**config.mk**
```make
export PLATFORM = sky130hd
export DESIGN_NAME = gb5_cell
export DESIGN_NICKNAME = d
export VERILOG_FILES = /design/src/sv/gaussian_blur_5x5_top_macros.svh /design/src/sv/gb5_pkg.sv /design/src/sv/gb5_cell.sv
export SDC_FILE = /design/constraint.sdc
export NUM_CORES = 1
export LEC_CHECK = 0
export BUFFER_PORTS_ARGS = -buffer_cell sky130_fd_sc_hd__buf_2
export CELL_PAD_IN_SITES_DETAIL_PLACEMENT = 1
export CELL_PAD_IN_SITES_GLOBAL_PLACEMENT = 2
export CORE_MARGIN = 3
export CORE_UTILIZATION = 30
export DETAILED_ROUTE_END_ITERATION = 8
export PLACE_DENSITY_LB_ADDON = 0.25
export SYNTH_ARGS = -nofsm -noshare
export SYNTH_HDL_FRONTEND = slang
export SYNTH_SLANG_ARGS = --single-unit
```
**constraint.sdc**
```tcl
create_clock -name clk -period 3.95 [get_ports clk]
set_input_delay 0.5925 -clock clk [delete_from_list [all_inputs] [get_ports clk]]
set_output_delay 0.5925 -clock clk [all_outputs]
set_load 0.01 [all_outputs]
```
**src/sv/gaussian_blur_5x5_top_macros.svh**
```systemverilog
// Assertion macros shared by the blur block; clk and rst are taken from the asserting module.
`ifndef GAUSSIAN_BLUR_5X5_TOP_MACROS_SVH
`define GAUSSIAN_BLUR_5X5_TOP_MACROS_SVH

// Consequent checked in the same cycle as the antecedent.
`define GB5_ASSERT_NOW(label, ante, cons, msg) \
  label: assert property (@(posedge clk) disable iff (rst) (ante) |-> (cons)) else $error(msg);

// Consequent checked in the cycle after the antecedent.
`define GB5_ASSERT_NEXT(label, ante, cons, msg) \
  label: assert property (@(posedge clk) disable iff (rst) (ante) |=> (cons)) else $error(msg);

`endif

```
**src/sv/gb5_pkg.sv**
```systemverilog
// Shared types, constants and the binomial tap sum for the 5x5 blur.
`timescale 1ns / 1ps

package gb5_pkg;

  localparam int PIX_W         = 8;
  localparam int WIN           = 5;
  localparam int ROWS_HELD     = WIN - 1;
  localparam int LINE_W        = ROWS_HELD * PIX_W;
  localparam int BORDER        = WIN / 2;
  localparam int MAX_WIDTH_DEF = 1024;
  localparam int MAX_ROWS      = 4096;
  localparam int VSUM_W        = 12;
  localparam int SUM_W         = 16;
  localparam int COL_W         = 10;
  localparam int ROW_W         = 12;
  localparam int WIDTH_REG_W   = 11;
  localparam int HEIGHT_REG_W  = 13;
  localparam int CFG_DATA_W    = 13;
  localparam int CFG_IDX_W     = 1;
  localparam int OUT_DATA_W    = 32;

  localparam logic [WIDTH_REG_W-1:0]  WIDTH_RESET  = WIDTH_REG_W'(640);
  localparam logic [HEIGHT_REG_W-1:0] HEIGHT_RESET = HEIGHT_REG_W'(480);

  localparam logic [CFG_IDX_W-1:0] REG_IMAGE_WIDTH  = CFG_IDX_W'(0);
  localparam logic [CFG_IDX_W-1:0] REG_IMAGE_HEIGHT = CFG_IDX_W'(1);

  // One window column, byte 0 is the oldest row.
  typedef logic [WIN-1:0][PIX_W-1:0] gb5_col_t;

  typedef struct packed {
    logic shift;  // take the neighbor's column
    logic load;   // capture the weighted column sum
  } gb5_cell_ctl_t;

  typedef struct packed {
    logic             emit;
    logic [COL_W-1:0] col;
    logic [ROW_W-1:0] row;
    logic             last;
  } gb5_meta_t;

  // a + 4b + 6c + 4d + e
  function automatic logic [SUM_W-1:0] tap_sum(input logic [SUM_W-1:0] a,
                                                input logic [SUM_W-1:0] b,
                                                input logic [SUM_W-1:0] c,
                                                input logic [SUM_W-1:0] d,
                                                input logic [SUM_W-1:0] e);
    logic [SUM_W-1:0] bd;
    bd = b + d;
    return a + e + (bd << 2) + (c << 2) + (c << 1);
  endfunction

endpackage

```
**src/sv/gb5_cell.sv**
```systemverilog
// One window column cell: holds five pixels and their vertical binomial sum.
`timescale 1ns / 1ps

module gb5_cell (
  input  logic                            clk,
  input  gb5_pkg::gb5_cell_ctl_t          ctl,
  input  gb5_pkg::gb5_col_t               col_in,
  output gb5_pkg::gb5_col_t               col_out,
  output logic [gb5_pkg::VSUM_W-1:0]      vsum
);
  import gb5_pkg::*;

  gb5_col_t         col;
  logic [SUM_W-1:0] vsum_next;

  assign vsum_next = tap_sum(SUM_W'(col[0]), SUM_W'(col[1]), SUM_W'(col[2]),
                             SUM_W'(col[3]), SUM_W'(col[4]));

  always_ff @(posedge clk) begin
    if (ctl.shift) begin
      col <= col_in;
    end
    if (ctl.load) begin
      vsum <= vsum_next[VSUM_W-1:0];
    end
  end

  assign col_out = col;

endmodule

```
Word level (Yosys, flattened, before mapping):

Index checks and enable logic that the tools add are counted.

* register bits: 52
* latch bits: 0
* RAM bits: 0
* ROM bits: 0
* input bits: 43
* output and inout bits: 52
* logic and storage cells: 11
* memories: 0

* add/sub/neg operators: 5
* multiply operators: 0
* divide/modulo/power cells: 0
* magnitude comparators: 0
* equality and inequality tests: 0
* shift-type cells: 0
* multiplexer cells: 0
* bitwise gates (word level): 0
* reduce and logical (&&, ||, !) cells: 0

Operators by type and width (number)
* 8-bit by 8-bit adder with 9-bit output: 2
* 12-bit by 10-bit adder with 12-bit output: 1
* 12-bit by 9-bit adder with 12-bit output: 1
* 9-bit by 11-bit adder with 12-bit output: 1

Logic depth before layout (Yosys ltp):

* depth in word-level cells: 4
* gate-level depth with buffers: 15
* gate-level depth less buffers: 15

Least setup slack after synthesis:

No wires, ideal clock.

* path kind: register to register
* from: register col, in the netlist col_out[8]
* to: register vsum[11] in the netlist's numbering (data pin)
* setup time: 0.262 ns
* arrival: 3.678 ns
* required time: 3.688 ns
* slack: 0.010 ns
* stages on the path, launching flop included: 16
* buffers on the path: 0
* period minus slack after synthesis: 3.940 ns
* cells stage by stage: edfxtp_1 -> ha_1 -> fa_1 -> a21o_1 -> a21oi_1 -> o21ai_0 -> nor2_1 -> xnor2_1 -> fa_1 -> ha_1 -> ha_1 -> ha_1 -> o21a_1 -> o21ai_0 -> o21bai_1 -> xor2_1

* cells in the longest elaborated chain, start to end: 4

Ends and longest elaborated chain
* start: declaration: RTL line gb5_cell.sv:13 `gb5_col_t col;`
* start signal: assignment: RTL line gb5_cell.sv:21 `col <= col_in;`
* 8-bit by 8-bit adder with 9-bit output: RTL line gb5_pkg.sv:51 `bd = b + d;`
* 9-bit by 11-bit adder with 12-bit output: RTL line gb5_pkg.sv:52 `return a + e + (bd << 2) + (c << 2) + (c << 1);`
* 12-bit by 10-bit adder with 12-bit output: RTL line gb5_pkg.sv:52
* 12-bit by 9-bit adder with 12-bit output: RTL line gb5_pkg.sv:52
* net vsum_next[11]: RTL line gb5_cell.sv:14 `logic [SUM_W-1:0] vsum_next;`
* end signal: assignment: RTL line gb5_cell.sv:24 `vsum <= vsum_next[VSUM_W-1:0];`
* end: declaration: RTL line gb5_cell.sv:9 `output logic [gb5_pkg::VSUM_W-1:0] vsum`

The timed path passes the listed nets, and every way through them passes these cells.
A chain may end at the register's enable or synchronous reset.

Final worst setup path:

* from: register col, in the netlist col_out[18]
* to: register vsum[10] in the netlist's numbering (data pin)

* cells in the longest elaborated chain, start to end: 2

Ends and longest elaborated chain (RTL line)
* 12-bit by 10-bit adder with 12-bit output: gb5_pkg.sv:52
* 12-bit by 9-bit adder with 12-bit output (*): gb5_pkg.sv:52
* net vsum_next[10]: gb5_cell.sv:14

The timed path passes the listed nets; every way through them passes the cells marked *.

==> metrics.cfg <==
[global_routing]
number_of_antenna_violations_at_the_first_check_in_global_routing=0
met3_grt_util_pct=3.02
grtUsageTotal_pct=11.5
grt_first_pass_wirelength_microns=9340
via_count_of_the_first_global_routing_pass=1954
globalRoute.totalOverflow=0
grt_util_met1_pct=13.5
gr-usage-met2_pct=20.3
most_used_routing_layer=met2
maximum_number_of_pins_on_one_net_before_global_route_repair=41

[synthesis]
xor_xnor_share_of_the_synthesized_area_pct=3.39
cell_area_synth_sq_um=2840
synth_compound_area_share_pct=5.59
dominant_combinational_cell_family_by_area_after_synthesis=adder cells
synth.net_count=292
synth-main-ff-cell=edfxtp_1
asyncSetResetFlopFracSynth_pct=0
ys_types=20
synth_seq_area_share_pct=54.9
synth_warnings=0
synth_adder_area_share_pct=26.3
per_instance_average_area_after_synthesis_sq_um=14.0
synth-edff-count=52
synth.area.mux_share_pct=0
yosys.area_share.simple_pct=2.95
netlist_instances=203
synthesis_stage_register_bit_count=52

[cts]
htree_levels=2
clk_path_buf_depth=2
cts_tree=yes
clk-insertion-delay-late_ps=310
cts-buffers-inserted=5
clkSinkCount=52
path_clk_slew_ps=90
cts_root_buffer=clkbuf_8

[timing]
drv_slew=0
slew_headroom_pct=39.0
finalSetupViolCount=0
hold_violations=0
max_clock_freq_mhz=270
post-route-min-period_ps=3710
fin_worst_skew_ps=7.24
grt_setup_unrepaired=no
max_slew.worst_pin.slew_ps=915
final.period_utilization_pct=93.9

[layout]
mostFrequentLayoutCell=buf_2
drive_above_1_share_pct=38.3
finish.cell_count_without_fillers=439
layout_common_cells=buf_2, inv_1, edfxtp_1
final_util_pct=40.9
num_antenna_cells=0
final_net_count=401
layout-area-overhead-vs-synth_pct=29.1

[place]
place_congestion=0.748
port_buffers=94
place_hpwl_microns=4920
placed_cells=427

[detailed_routing]
drt.antenna.violating_nets=0
detail_route.drc_violations=0
avgRoutedWirePerCell_microns=13.5
post_drt_via_cell_ratio=4.09
initialDrtViolationCount=30
first_pass_iters=4
via_count=1797
detail_route.wirelength_microns=5910

[floorplan]
dieArea_sq_um=10700
initial_utilization_pct=31.7
die_x_microns=103
num_rows=34
core_area_sq_um=8980
die_h_microns=103
boundaryPins=95

[outcome]
run_status=complete, no violations

[power]
peakVddDrop_mv=0.199
leakage_nw=1.71
power.density_nw_per_um2=610

[worst_setup_path]
crit_chain=inv_1 > fa_1 > inv_1 > fa_1 > inv_1 > fa_1 > inv_1 > ha_1 > a211oi_1 > nor2_1 > o21ai_0 > a21oi_1 > xor2_1
setup.worst_path.start_class=register
path_max_fanout=3
timing.critical_path.arrival_ps=3770
worst-path-buf-inv=4
cpPeakStageDelay_ps=600
cp_data_required_time_ps=4010
class_of_the_most_critical_setup_path=register to register
critical-path-top-delay-family=adder cells
setup.worst_path.end_class=register
slowest_stage=fa_1
cp_common_cell=inv_1

[hold_path]
min_delay_path_class=primary input to register

[run]
maxCapViolCount=0

## synthesized netlist by cell type, types with 3 or more instances
cell type / instances / area [sq um]
o21ai_0: 6 / 30.0
o21a_1: 4 / 30.0
inv_1: 52 / 195
xor2_1: 5 / 43.8
nor2b_1: 3 / 18.8
fa_1: 23 / 460
a21oi_1: 6 / 30.0
edfxtp_1: 52 / 1560
xnor2_1: 6 / 52.6
ha_1: 23 / 288
nor2_1: 9 / 33.8
## routing by layer
layer | part of all wire, % | wire, microns | vias up
met2 | 52 | 3100 | 51
met4 | 1.3 | 79 | 0
met1 | 40 | 2340 | 858
met5 | 0 | 0 | -
met3 | 6.6 | 390 | 6
li1 | - | - | 882
## power breakdown
group          switching (mW)  internal (mW)  total [mW]
sequential             0.0319          0.769       0.801
clock                   0.174          0.123       0.298
combinational           0.594          0.545        1.14
## registers in the layout (all words and copies together) (netlist names)
| register | flops |
|---|---|
| col_out | 40 |
| vsum | 12 |
## cell families (layout without fill, tap and decap cells)
logic type,after synthesis,count (layout)
adder cells (fa/ha/maj),46,46
buffers and inverters,52,162
XOR/XNOR,11,11
flip-flops,52,52
AO/OA/AOI/OAI,24,24
AND/OR/NAND/NOR,18,18
## cell type report
type / count / area (sq um)
clock buffers: 6 / 72.6
fillers: 990 / 5310
well taps: 126 / 158
multi-input cells: 99 / 1140
repair buffers: 102 / 531
inverters: 52 / 195
flip-flops and latches: 52 / 1560
clock inverters: 2 / 11.3
## worst reg2reg max path, cell delays in order, from the launching register on
cell and delay (ps):
edfxtp_1 410, inv_1 80, fa_1 510, inv_1 50, fa_1 490, inv_1 60
fa_1 600, inv_1 60, ha_1 300, a211oi_1 240, nor2_1 90, o21ai_0 280
a21oi_1 140, xor2_1 150
## worst paths after layout
kind / from / to / slack (ps) / cells past startpoint
worst max-delay path: col_out[18] / vsum[10] / 240 / 13
worst min-delay path: col_in[39] / col_out[39] / 450 / 1
worst max register to register: col_out[18] / vsum[10] / 240 / 13
worst min register to register: col_out[32] / vsum[0] / 600 / 1
## stage by stage
step	hold slack, ps	setup slack (ps)	setup TNS, ps	total power, mW	area, sq um
3_5_place_dp	583	-148	-222	1.91	3500
4_1_cts	439	15.4	0	2.25	3610
6_report	454	242	0	2.24	3670
5_1_grt	434	2.57	0	2.48	3670
3_3_place_gp	546	-72.0	-72.0	1.88	3500
2_1_floorplan	608	9.70	0	1.59	2840
## what timing repair did
item	in CTS	in global routing
buffers inserted	2	2
resized for setup	6	6
setup endpoints to repair	2	3
pin swaps	6	11
hold buffers	0	0
(Power assumes the default switching activity.)
